<file path="config.mk">
export PLATFORM = sky130hd
export DESIGN_NAME = gregorian_mjd_converter
export DESIGN_NICKNAME = d
export VERILOG_FILES = /design/src/hw/rtl/gmc_pkg.sv /design/src/hw/rtl/gregorian_mjd_converter.sv /design/src/hw/rtl/gmc_date_path.sv /design/src/hw/rtl/gmc_mjd_path.sv
export SDC_FILE = /design/constraint.sdc
export NUM_CORES = 2
export LEC_CHECK = 0
export BUFFER_PORTS_ARGS = -buffer_cell sky130_fd_sc_hd__buf_2
export CORE_MARGIN = 3
export CORE_UTILIZATION = 55
export CTS_CLUSTER_DIAMETER = 120
export DETAILED_ROUTE_END_ITERATION = 16
export PLACE_DENSITY = 0.8
export SYNTH_ARGS = -nofsm -noshare
export SYNTH_HDL_FRONTEND = slang
export SYNTH_HIERARCHICAL = 1
export SYNTH_SLANG_ARGS = --single-unit
</file>
<file path="constraint.sdc">
create_clock -name clk_i -period 11.35 [get_ports clk_i]
set_clock_uncertainty 0.2 [all_clocks]
set_input_delay 0.5675 -clock clk_i [delete_from_list [all_inputs] [get_ports clk_i]]
set_output_delay 0.5675 -clock clk_i [all_outputs]
set_load 0.1 [all_outputs]
</file>
<file path="src/hw/rtl/gmc_pkg.sv">
package gmc_pkg;

  // Pipeline depth: six compute stages and the output register
  localparam int NSTAGE = 7;

  localparam logic [21:0] MJD_MAX  = 22'd2973483;
  localparam logic [13:0] YEAR_MIN = 14'd1858;
  localparam logic [13:0] YEAR_MAX = 14'd9999;

  // Day count of 1858-11-17 in the shifted calendar used by the date path
  localparam logic [23:0] MJD_EPOCH = 24'd3600822;

  // Offset from MJD to the day count used by the inverse path
  localparam logic [21:0] MJD_TO_B = 22'd2401526;
  localparam logic [21:0] W_BIAS   = 22'd2131139;

  // Reciprocal for divide by 100: exact for any value below 2**15
  localparam int          DIV100_SH = 21;
  localparam logic [14:0] DIV100_K  = 15'(((64'd1 << DIV100_SH) + 64'd99) / 64'd100);

  // Reciprocal for (4Z - 7468865) / 146097, folded onto MJD
  localparam int          W_SH  = 42;
  localparam logic [63:0] W_K   = ((64'd1 << W_SH) + 64'd146096) / 64'd146097;
  localparam logic [26:0] W_K4  = 27'(64'd4 * W_K);
  localparam logic [49:0] W_OFS = 50'(64'(W_BIAS) * W_K);

  // Reciprocal for (20B - 2442) / 7305, folded onto B
  localparam int          C_SH   = 40;
  localparam logic [63:0] C_K    = ((64'd1 << C_SH) + 64'd7304) / 64'd7305;
  localparam logic [31:0] C_K20  = 32'(64'd20 * C_K);
  localparam logic [54:0] C_OFS  = 55'(64'd2442 * C_K);

  // Reciprocal for 10000 (B - D) / 306001, exact for B - D below 1024
  localparam int          E_SH = 29;
  localparam logic [24:0] E_K  = 25'((64'd10000 * (64'd1 << E_SH) + 64'd306000) / 64'd306001);

  localparam logic [10:0] DAYS_4Y = 11'd1461;

  // Stage load enables shared by all datapath slices
  typedef struct packed {
    logic [NSTAGE-1:0] en;
  } pipe_ctrl_t;

  // Gregorian leap rule; century test reads the fraction of the reciprocal product
  function automatic logic is_leap(input logic [13:0] y);
    logic [28:0] p;
    logic        cent;
    p    = 29'(y) * 29'(DIV100_K);
    cent = (p[DIV100_SH-1:0] < DIV100_SH'(DIV100_K));
    return (y[1:0] == 2'd0) && (!cent || (p[DIV100_SH+1:DIV100_SH] == 2'd0));
  endfunction

  function automatic logic [8:0] div100(input logic [14:0] y);
    logic [29:0] p;
    p = 30'(y) * 30'(DIV100_K);
    return 9'(p >> DIV100_SH);
  endfunction

  // Days from 1 March to the first of the month (year starting in March)
  function automatic logic [8:0] month_offset(input logic [3:0] m);
    case (m)
      4'd1:    return 9'd306;
      4'd2:    return 9'd337;
      4'd3:    return 9'd0;
      4'd4:    return 9'd31;
      4'd5:    return 9'd61;
      4'd6:    return 9'd92;
      4'd7:    return 9'd122;
      4'd8:    return 9'd153;
      4'd9:    return 9'd184;
      4'd10:   return 9'd214;
      4'd11:   return 9'd245;
      4'd12:   return 9'd275;
      default: return 9'd0;
    endcase
  endfunction

  // Month length, February as 28
  function automatic logic [4:0] month_len(input logic [3:0] m);
    case (m)
      4'd2:                   return 5'd28;
      4'd4, 4'd6, 4'd9, 4'd11: return 5'd30;
      default:                return 5'd31;
    endcase
  endfunction

  // floor(30.6001 * e)
  function automatic logic [8:0] month_days(input logic [4:0] e);
    case (e)
      5'd1:    return 9'd30;
      5'd2:    return 9'd61;
      5'd3:    return 9'd91;
      5'd4:    return 9'd122;
      5'd5:    return 9'd153;
      5'd6:    return 9'd183;
      5'd7:    return 9'd214;
      5'd8:    return 9'd244;
      5'd9:    return 9'd275;
      5'd10:   return 9'd306;
      5'd11:   return 9'd336;
      5'd12:   return 9'd367;
      5'd13:   return 9'd397;
      5'd14:   return 9'd428;
      5'd15:   return 9'd459;
      5'd16:   return 9'd489;
      default: return 9'd0;
    endcase
  endfunction

endpackage

</file>
<file path="src/hw/rtl/gregorian_mjd_converter.sv">
// Channel  | Handshake                 | Word
// ---------+---------------------------+--------------------------------------------
// input    | in_valid_i / in_ready_o   | command, in_year, in_month, in_day,
//          |                           | in_day_number
// output   | out_valid_o / out_ready_i | out_day_number, out_year, out_month,
//          |                           | out_day, leap, invalid
//
// One word per cycle sustained while out_ready_i holds high; a word passes through six compute
// stages and the output register, a depth set by the chain of reciprocal multiplies of the inverse path.
// Reset clears the stage valid bits only.
// A stalled output holds a full stage only when every later stage is full; the other stages keep moving.
module gregorian_mjd_converter
  import gmc_pkg::*;
(
  input  logic        clk_i,
  input  logic        rst_ni,
  input  logic        in_valid_i,
  output logic        in_ready_o,
  input  logic        command_i,
  input  logic [13:0] in_year_i,
  input  logic [3:0]  in_month_i,
  input  logic [4:0]  in_day_i,
  input  logic [21:0] in_day_number_i,
  output logic        out_valid_o,
  input  logic        out_ready_i,
  output logic [21:0] out_day_number_o,
  output logic [13:0] out_year_o,
  output logic [3:0]  out_month_o,
  output logic [4:0]  out_day_o,
  output logic        leap_o,
  output logic        invalid_o
);

  localparam int NECHO = NSTAGE - 1;

  typedef struct packed {
    logic        cmd;
    logic [13:0] year;
    logic [3:0]  month;
    logic [4:0]  day;
    logic [21:0] day_number;
  } echo_t;

  logic [NSTAGE-1:0] vld_q, vld_d;
  logic [NSTAGE-1:0] rdy;
  pipe_ctrl_t        ctrl;

  echo_t       echo_q [NECHO];
  logic [21:0] dn0;
  logic        bad0;
  logic [13:0] y1;
  logic [3:0]  m1;
  logic [4:0]  d1;
  logic        bad1;

  logic [21:0] dn_d;
  logic [13:0] y_d;
  logic [3:0]  m_d;
  logic [4:0]  d_d;
  logic        leap_d, inv_d;

  logic [21:0] dn_q;
  logic [13:0] y_q;
  logic [3:0]  m_q;
  logic [4:0]  d_q;
  logic        leap_q, inv_q;

  // Stage ready chain: a stage loads when empty or when its successor moves
  always_comb begin
    rdy[NSTAGE-1] = !vld_q[NSTAGE-1] || out_ready_i;
    for (int k = NSTAGE - 2; k >= 0; k--) begin
      rdy[k] = !vld_q[k] || rdy[k+1];
    end
    ctrl.en = rdy;
  end

  // Valid bits travel with the words
  always_comb begin
    vld_d[0] = rdy[0] ? in_valid_i : vld_q[0];
    for (int k = 1; k < NSTAGE; k++) begin
      vld_d[k] = rdy[k] ? vld_q[k-1] : vld_q[k];
    end
  end

  always_ff @(posedge clk_i or negedge rst_ni) begin
    if (!rst_ni) begin
      vld_q <= '0;
    end else begin
      vld_q <= vld_d;
    end
  end

  assign in_ready_o  = rdy[0];
  assign out_valid_o = vld_q[NSTAGE-1];

  // Echoed input fields
  always_ff @(posedge clk_i) begin
    if (rdy[0]) begin
      echo_q[0] <= '{cmd: command_i, year: in_year_i, month: in_month_i,
                     day: in_day_i, day_number: in_day_number_i};
    end
  end
  for (genvar k = 1; k < NECHO; k++) begin : g_echo
    always_ff @(posedge clk_i) begin
      if (rdy[k]) echo_q[k] <= echo_q[k-1];
    end
  end

  gmc_date_path u_date (
    .clk_i        (clk_i),
    .ctrl_i       (ctrl),
    .year_i       (in_year_i),
    .month_i      (in_month_i),
    .day_i        (in_day_i),
    .day_number_o (dn0),
    .bad_o        (bad0)
  );

  gmc_mjd_path u_mjd (
    .clk_i        (clk_i),
    .ctrl_i       (ctrl),
    .day_number_i (in_day_number_i),
    .year_o       (y1),
    .month_o      (m1),
    .day_o        (d1),
    .bad_o        (bad1)
  );

  // Merge the two directions and derive the leap flag
  always_comb begin
    if (!echo_q[NECHO-1].cmd) begin
      dn_d  = bad0 ? 22'd0 : dn0;
      y_d   = echo_q[NECHO-1].year;
      m_d   = echo_q[NECHO-1].month;
      d_d   = echo_q[NECHO-1].day;
      inv_d = bad0;
    end else begin
      dn_d  = echo_q[NECHO-1].day_number;
      y_d   = bad1 ? 14'd0 : y1;
      m_d   = bad1 ? 4'd0 : m1;
      d_d   = bad1 ? 5'd0 : d1;
      inv_d = bad1;
    end
    leap_d = is_leap(y_d) && !(echo_q[NECHO-1].cmd && bad1);
  end

  // Output register
  always_ff @(posedge clk_i) begin
    if (rdy[NSTAGE-1]) begin
      dn_q   <= dn_d;
      y_q    <= y_d;
      m_q    <= m_d;
      d_q    <= d_d;
      leap_q <= leap_d;
      inv_q  <= inv_d;
    end
  end

  assign out_day_number_o = dn_q;
  assign out_year_o       = y_q;
  assign out_month_o      = m_q;
  assign out_day_o        = d_q;
  assign leap_o           = leap_q;
  assign invalid_o        = inv_q;

endmodule

</file>
<file path="src/hw/rtl/gmc_date_path.sv">
module gmc_date_path
  import gmc_pkg::*;
(
  input  logic        clk_i,
  input  pipe_ctrl_t  ctrl_i,
  input  logic [13:0] year_i,
  input  logic [3:0]  month_i,
  input  logic [4:0]  day_i,
  output logic [21:0] day_number_o,
  output logic        bad_o
);

  // Stage 1 registers
  logic [14:0] yadj_q, yadj_d;
  logic [8:0]  ycent_q;
  logic        leap_q;
  logic        rng_ok_q, rng_ok_d;
  logic [8:0]  moff_q;
  logic [4:0]  mlen_q;
  logic        feb_q;
  logic [4:0]  day_q;

  // Stage 2 and delay line up to stage 6
  localparam int NDLY = 5;
  logic [21:0] dn_q  [NDLY];
  logic        bad_q [NDLY];
  logic [21:0] dn_d;
  logic        bad_d;

  // Stage 1: shifted year, century count, range checks, month tables
  always_comb begin
    yadj_d   = 15'(year_i) + 15'd8000 - 15'(month_i < 4'd3);
    rng_ok_d = (year_i >= YEAR_MIN) && (year_i <= YEAR_MAX) &&
               (month_i >= 4'd1) && (month_i <= 4'd12) && (day_i != 5'd0);
  end

  always_ff @(posedge clk_i) begin
    if (ctrl_i.en[0]) begin
      yadj_q   <= yadj_d;
      ycent_q  <= div100(yadj_d);
      leap_q   <= is_leap(year_i);
      rng_ok_q <= rng_ok_d;
      moff_q   <= month_offset(month_i);
      mlen_q   <= month_len(month_i);
      feb_q    <= (month_i == 4'd2);
      day_q    <= day_i;
    end
  end

  // Stage 2: day count and validity
  always_comb begin
    logic [23:0] t;
    logic [4:0]  len;
    t = 24'(yadj_q) * 24'd365 + 24'(yadj_q >> 2) - 24'(ycent_q) + 24'(ycent_q >> 2)
        + 24'(moff_q) + 24'(day_q);
    len   = (feb_q && leap_q) ? 5'd29 : mlen_q;
    bad_d = !rng_ok_q || (day_q > len) || (t < MJD_EPOCH);
    dn_d  = 22'(t - MJD_EPOCH);
  end

  always_ff @(posedge clk_i) begin
    if (ctrl_i.en[1]) begin
      dn_q[0]  <= dn_d;
      bad_q[0] <= bad_d;
    end
  end

  // Hold alongside the inverse path
  for (genvar k = 1; k < NDLY; k++) begin : g_dly
    always_ff @(posedge clk_i) begin
      if (ctrl_i.en[k+1]) begin
        dn_q[k]  <= dn_q[k-1];
        bad_q[k] <= bad_q[k-1];
      end
    end
  end

  assign day_number_o = dn_q[NDLY-1];
  assign bad_o        = bad_q[NDLY-1];

endmodule

</file>
<file path="src/hw/rtl/gmc_mjd_path.sv">
module gmc_mjd_path
  import gmc_pkg::*;
(
  input  logic        clk_i,
  input  pipe_ctrl_t  ctrl_i,
  input  logic [21:0] day_number_i,
  output logic [13:0] year_o,
  output logic [3:0]  month_o,
  output logic [4:0]  day_o,
  output logic        bad_o
);

  localparam int NBAD = 6;

  logic        bad_q [NBAD];
  logic [6:0]  w_q;
  logic [21:0] dn_q;
  logic [22:0] b2_q, b3_q, b4_q;
  logic [13:0] c3_q, c4_q, c5_q;
  logic [22:0] d4_q;
  logic [9:0]  bd5_q;
  logic [4:0]  e5_q;
  logic [13:0] y6_q;
  logic [3:0]  m6_q;
  logic [4:0]  d6_q;

  logic [49:0] wp;
  logic [22:0] b_d;
  logic [54:0] cp;
  logic [24:0] dp;
  logic [9:0]  bd_d;
  logic [34:0] ep;
  logic [8:0]  f;
  logic [3:0]  m_d;

  // Range flag rides along with the word
  always_ff @(posedge clk_i) begin
    if (ctrl_i.en[0]) bad_q[0] <= (day_number_i > MJD_MAX);
  end
  for (genvar k = 1; k < NBAD; k++) begin : g_bad
    always_ff @(posedge clk_i) begin
      if (ctrl_i.en[k]) bad_q[k] <= bad_q[k-1];
    end
  end

  // Stage 1: century term W
  assign wp = 50'(day_number_i) * 50'(W_K4) + W_OFS;

  always_ff @(posedge clk_i) begin
    if (ctrl_i.en[0]) begin
      w_q  <= 7'(wp >> W_SH);
      dn_q <= day_number_i;
    end
  end

  // Stage 2: B = Z + 1 + W - W/4 + 1524
  assign b_d = 23'(dn_q) + 23'(MJD_TO_B) + 23'(w_q) - 23'(w_q >> 2);

  always_ff @(posedge clk_i) begin
    if (ctrl_i.en[1]) b2_q <= b_d;
  end

  // Stage 3: C = (20B - 2442) / 7305
  assign cp = 55'(b2_q) * 55'(C_K20) - C_OFS;

  always_ff @(posedge clk_i) begin
    if (ctrl_i.en[2]) begin
      c3_q <= 14'(cp >> C_SH);
      b3_q <= b2_q;
    end
  end

  // Stage 4: D = 1461C / 4
  assign dp = 25'(c3_q) * 25'(DAYS_4Y);

  always_ff @(posedge clk_i) begin
    if (ctrl_i.en[3]) begin
      d4_q <= 23'(dp >> 2);
      c4_q <= c3_q;
      b4_q <= b3_q;
    end
  end

  // Stage 5: E = 10000(B - D) / 306001
  assign bd_d = 10'(b4_q - d4_q);
  assign ep   = 35'(bd_d) * 35'(E_K);

  always_ff @(posedge clk_i) begin
    if (ctrl_i.en[4]) begin
      bd5_q <= bd_d;
      e5_q  <= 5'(ep >> E_SH);
      c5_q  <= c4_q;
    end
  end

  // Stage 6: day, month and year
  assign f   = month_days(e5_q);
  assign m_d = (e5_q >= 5'd14) ? 4'(e5_q - 5'd13) : 4'(e5_q - 5'd1);

  always_ff @(posedge clk_i) begin
    if (ctrl_i.en[5]) begin
      d6_q <= 5'(bd5_q - 10'(f));
      m6_q <= m_d;
      y6_q <= (m_d <= 4'd2) ? (c5_q - 14'd4715) : (c5_q - 14'd4716);
    end
  end

  assign year_o  = y6_q;
  assign month_o = m6_q;
  assign day_o   = d6_q;
  assign bad_o   = bad_q[NBAD-1];

endmodule

</file>
Word level (Yosys, flattened, before mapping)
Memory sizes are Yosys's and may differ from the RTL's. A register that Yosys moved wholly into a read port is not among the register bits.
Cells that the tools add are included.
{ "op_classes": {"n_addsub": 19, "mul": 8, "div_mod_pow": 0, "n_lt_le_gt_ge": 12, "eq_ne": 5, "shift": 0, "n_mux": 26, "bitwise": 0, "n_reduce_logical": 37} }
{ "ops": {"columns": ["op", "count"], "rows": [
  ["subtractor 54 x 39 -> 54 bit, second input constant", 1],
  ["multiplier 23 x 30 -> 52 bit, second input constant", 1],
  ["adder 49 x 46 -> 49 bit, second input constant", 1],
  ["multiplier 22 x 24 -> 46 bit, second input constant", 1],
  ["2-to-1 mux 22 bit", 2],
  ["less-than comparator 21 x 15 -> 1 bit, second input constant", 2],
  ["multiplier 14 x 13 -> 21 bit, second input constant", 2],
  ["2-to-1 mux 14 bit", 3],
  ["multiplier 10 x 22 -> 31 bit, second input constant", 1],
  ["multiplier 15 x 13 -> 28 bit, second input constant", 1],
  ["subtractor 14 x 13 -> 14 bit, second input constant", 2],
  ["adder 24 x 13 -> 24 bit", 1],
  ["adder 24 x 5 -> 24 bit", 1],
  ["adder 24 x 7 -> 24 bit", 1],
  ["adder 24 x 9 -> 24 bit", 1],
  ["less-than comparator 24 x 22 -> 1 bit, second input constant", 1],
  ["multiplier 15 x 9 -> 24 bit, second input constant", 1],
  ["subtractor 24 x 9 -> 24 bit", 1],
  ["adder 22 x 22 -> 23 bit, second input constant", 1],
  ["adder 23 x 7 -> 23 bit", 1],
  ["subtractor 23 x 5 -> 23 bit", 1],
  ["greater-than comparator 22 bit, second input constant", 1],
  ["subtractor 22 bit, second input constant", 1],
  ["2-to-1 mux 5 bit", 4],
  ["27 further kinds", 74]
]} }
{ "totals": {"ff_bits": 248, "latch_bits": 0, "ram_bits": 397, "romBits": 432, "input_bits": 50, "output_inout_bits": 49, "word_cells": 147, "n_memories": 6} }
{ "memory_table": {"columns": ["memory", "words", "word_bits", "read_ports", "rd_ports_with_merged_regs", "write_ports", "line_no", "rtl"], "rows": [
  ["(name not given)", 32, 9, 1, 1, 0, "gmc_pkg.sv:89", "case (e)"],
  ["echo_q", 6, 46, 6, 0, 6, "gregorian_mjd_converter.sv:48", "echo_t echo_q [NECHO];"],
  ["(name not given)", 16, 9, 1, 1, 0, "gmc_pkg.sv:61", "case (m)"],
  ["u_date.dn_q", 5, 22, 5, 0, 5, "gmc_date_path.sv:25", "logic [21:0] dn_q [NDLY];"],
  ["u_mjd.bad_q", 6, 1, 6, 0, 6, "gmc_mjd_path.sv:15", "logic bad_q [NBAD];"],
  ["u_date.bad_q", 5, 1, 5, 0, 5, "gmc_date_path.sv:26", "logic bad_q [NDLY];"]
]} }

Logic depth before layout (Yosys ltp)
{ "depth": {"ltp_word": 10, "ltp_mapped": 35, "ltp_nobuf": 35} }

By module
The synthesis kept the hierarchy.
{ "modules_own_cells": {"columns": ["mod", "n_inst", "cells_per_inst", "area_per_inst_um2", "seq_area_each_um2"], "rows": [
  ["gmc_mjd_path", 1, 3423, 34588.2, 4994.8],
  ["gmc_date_path", 1, 1595, 18310.1, 4744.6],
  ["gregorian_mjd_converter", 1, 810, 13868.3, 9874.5]
]} }

Least setup slack after synthesis
Ideal clock, no wire load.
{ "synth_path": {"path_type": "reg2reg", "startpoint": "register vld_q[6]", "endpoint": "memory echo_q[0][0] (netlist name) (enable)", "arrival_time_ns": 8.629, "required_ns": 9.201, "slack_ns": 0.572, "stages_incl_launch_ff": 5, "period_less_slack_ns": 10.778, "cell_sequence": "dfrtp_1 > nor2b_1 > nand3_1 > nor2_1 > nand4_1"} }
{ "synth_lines": {"columns": ["element", "line_no", "rtl"], "rows": [
  ["start: declaration", "gregorian_mjd_converter.sv:44", "logic [NSTAGE-1:0] vld_q, vld_d;"],
  ["start signal: assignment", "gregorian_mjd_converter.sv:89", "vld_q <= vld_d;"],
  ["end: declaration", "gregorian_mjd_converter.sv:48", null]
]} }

Worst setup path in the final report
{ "layout_path": {"startpoint": "input in_month_i[0]", "endpoint": "register u_date.ycent_q[8], data pin"} }
{ "layout_between": {"elab_chain_len": 3} }
{ "layout_lines": {"columns": ["element", "line_no", "rtl"], "rows": [
  ["start: declaration", "gregorian_mjd_converter.sv:21", "input logic [3:0] in_month_i,"],
  ["less-than comparator 4 x 2 -> 1 bit", "gmc_date_path.sv:32", "yadj_d = 15'(year_i) + 15'd8000 - 15'(month_i < 4'd3);"],
  ["subtractor 15 x 1 -> 15 bit", "gmc_date_path.sv:32", null],
  ["named net u_date.yadj_d[13]", "gmc_date_path.sv:14", "logic [14:0] yadj_q, yadj_d;"],
  ["multiplier 15 x 13 -> 28 bit", "gmc_pkg.sv:55", "p = 30'(y) * 30'(DIV100_K);"],
  ["end signal: assignment", "gmc_date_path.sv:40", "ycent_q <= div100(yadj_d);"],
  ["end: declaration", "gmc_date_path.sv:15", "logic [8:0] ycent_q;"]
]} }
The timed path passes the listed nets, and every way through them passes these cells.
A chain may end at the register's enable or synchronous reset.

==> results.py <==
metrics = {
    "run_status": {
        "outcome": "finished clean",
    },
    "logic_synthesis": {
        "post_synth_instance_area_um2": 66770,
        "ys_seq_area_share_pct": 29.38,
        "postSynthAreaPerCell_um2": 11.46,
        "synth.distinct_cells": 112,
        "post_synth_inst_count": 5828,
        "synth_async_sr_flop_share_pct": 1.067,
        "number_of_synthesized_flops_with_an_enable_pin": 644,
        "yosysWarnings": 6,
        "number_of_nets_produced_by_synthesis": 7752,
        "dominantRegCellSynth": "sky130_fd_sc_hd__edfxtp_1",
        "synth-seq-cells": 656,
    },
    "global_routing": {
        "first_global_vias": 44840,
        "antenna_found_initial": 16,
        "grt_start_max_net_pins": 83,
        "grt_use_total_pct": 24.38,
        "global_route.overflow_total": 0,
        "first_pass_grt_wire_length_mm": 240.0,
    },
    "floorplanning": {
        "die_area_um2": 125600,
        "pin_count": 99,
        "initial_core_util_pct": 55.58,
        "placement_rows": 127,
        "fp.dieH_um": 354.4,
        "die_x_um": 354.4,
        "core_area_um2": 120100,
    },
    "route": {
        "drt_drc_violations_left": 0,
        "route.detailed.vias_per_inst": 5.515,
        "route.vias.total": 41880,
        "detailedRoute.firstPassIterationCount": 5,
        "routed_antenna_nets": 0,
        "initialDrtViolationCount": 2812,
        "wire_per_inst_um": 19.68,
        "wl_mm": 149.4,
    },
    "setup_path": {
        "critPathCaptureType": "flop",
        "cp_data_required_time_ns": 11.51,
        "critPathMaxFanout": 6,
        "critPathArrivalTime_ns": 10.12,
        "timing_worst_setup_path_type": "input port to flop",
        "worst_path_largest_cell_delay_ns": 0.67,
        "crit-reg2reg-launch": "u_mjd/b2_q[3]",
        "r2r_slack_ns": 2.44,
        "startpoint_type": "input port",
        "cp_slowest_cell": "sky130_fd_sc_hd__a2111oi_0",
        "reg2reg_to": "u_mjd/c3_q[11]",
        "reg2regPathDepth": 26,
    },
    "clock_network": {
        "tritoncts": "yes",
        "cts-hold-fix-buffers": 6,
        "cts_max_path_buffers": 3,
        "numCtsBuffers": 67,
        "clk_pin_slew_worst_paths_ns": 0.06,
        "insertion_delay_ns": 0.62,
        "postCtsSetupBuffers": 0,
        "post_cts_resized": 0,
        "clock_sinks": 656,
        "htree_levels": 3,
        "ctsRootBufferMaster": "sky130_fd_sc_hd__clkbuf_16",
    },
    "sta": {
        "worstMarginPinSlew_ns": 1.182,
        "relSlewSlack_pct": 20.62,
        "unrepaired_setup_endpoints_after_global_routing": "no",
        "final_hold_viol_count": 0,
        "fin_crit_sh_pct": 87.79,
        "hold_slack_ns": 0.05411,
        "fmax_ghz": 0.1004,
        "drv_slew": 0,
        "setup_tns_ns": 0,
        "timing.final.ws_setup_ns": 1.386,
        "period_minus_slack_ns": 9.964,
        "timing.final.setup_violations": 0,
    },
    "min_path": {
        "hp-start": "in_month_i[1]",
        "hold_path_end": "echo_q[0][28]",
        "hold_depth": 1,
        "worst_hold_path_type": "input port to flop",
    },
    "layout": {
        "drive_gt1_share_pct": 5.356,
        "finish.net_count": 7846,
        "post-route-cell-area_um2": 71360,
        "final_cell_mix": "sky130_fd_sc_hd__inv_1 (1,477), sky130_fd_sc_hd__ha_1 (1,058), sky130_fd_sc_hd__fa_1 (816)",
        "area_growth_syn_to_layout_pct": 6.887,
        "commonest_non_fill_non_tap_cell_in_the_layout": "sky130_fd_sc_hd__inv_1",
    },
    "run": {
        "maxCapViolations": 0,
    },
    "placed_design": {
        "place_ws_ns": 1.542,
        "dpl.hpwl_mm": 123.2,
        "placed_area_um2": 68930,
        "gp_congestion": 0.9953,
        "buffer_ports.inserted": 98,
    },
}
==> through the flow <==
stage / util, % / std cells
after floorplan: - / 5828
after global placement: 57.38 / 7459
after detailed placement: 57.38 / 7459
after CTS: 59.39 / 7587
after global routing: 59.39 / 7587
final: 59.41 / 7594
==> per-layer routing <==
metal,routed length [µm],track usage (%),vias to the layer above
met1,62090,31.75,20900
li1,-,-,19450
met3,9409,4.296,318
met2,72050,41.08,1197
met4,5742,8.827,16
met5,120,0,-
==> final cells by class <==
cell class / instances / area [µm²]
antenna: 7 / 17.52
inverter: 1481 / 5562
multi-input combinational: 3596 / 41130
sequential: 656 / 19610
tap: 1612 / 2017
clock buffer: 84 / 1824
fill: 9447 / 48770
timing repair buffer: 120 / 670.6
clock inverter: 38 / 530.5
==> synth_stat cells, drive strengths merged (38+ instances only) <==
| cell type | instances | area share [%] |
|---|---|---|
| inv | 1481 | 8.3 |
| ha | 1058 | 20 |
| fa | 816 | 24 |
| edfxtp | 644 | 29 |
| a21oi | 178 | 1.4 |
| xnor2 | 168 | 2.2 |
| nand2 | 150 | 0.84 |
| nor2 | 143 | 0.80 |
| o21ai | 136 | 1.0 |
| xor2 | 88 | 1.2 |
| a21o | 83 | 0.93 |
| nor3 | 57 | 0.45 |
| nand3 | 55 | 0.41 |
| clkbuf | 54 | 0.33 |
| buf | 40 | 0.41 |
| a211oi | 38 | 0.46 |
| nand4 | 38 | 0.36 |
==> cell families (layout without fill, tap and decap cells) <==
kind of cell             count (synthesis)  in the layout  share of synthesized area (%)
AND/OR/NAND/NOR                        660            660                          5.137
buffers and inverters                 1576           1723                          9.085
adder cells (fa/ha/maj)               1874           1874                          44.29
flip-flops                             656            656                          29.38
other                                    0              7                              0
XOR/XNOR                               256            256                          3.358
AO/OA/AOI/OAI                          778            778                          8.261
multiplexers                            28             28                         0.4891
==> worst max-delay path: cells and delay by family <==
family	cells	cell delay, ns
XOR/XNOR	2	0.32
AO/OA/AOI/OAI	12	3.41
AND/OR/NAND/NOR	3	0.91
buffers and inverters	8	1.16
adder cells (fa/ha/maj)	10	3.73
==> flip-flops by register name (all words and copies together), names as in the netlist, 14 cells and up <==
name              cells
u_date/yadj_q        15
u_mjd/b2_q           23
u_mjd/dn_q           22
u_mjd/c4_q           14
u_mjd/c3_q           14
echo_q              276
out_year_o           14
u_mjd/c5_q           14
u_date/dn_q         110
u_mjd/year_o         14
out_day_number_o     22
==> worst max-delay path by stage <==
stage,cells after the start,start,to
finish,35,in_month_i[0],u_date/ycent_q[8]
global route,33,in_month_i[0],u_date/ycent_q[8]
CTS,35,in_month_i[0],u_date/ycent_q[8]
detailed placement,34,in_month_i[0],u_date/ycent_q[8]
global placement,34,in_month_i[0],u_date/ycent_q[8]
floorplan,4,vld_q[6],echo_q[0][0]
Power is left out: the tool's default activity adds up to more than one toggle a clock period on the data nets, which glitch-free logic cannot reach.
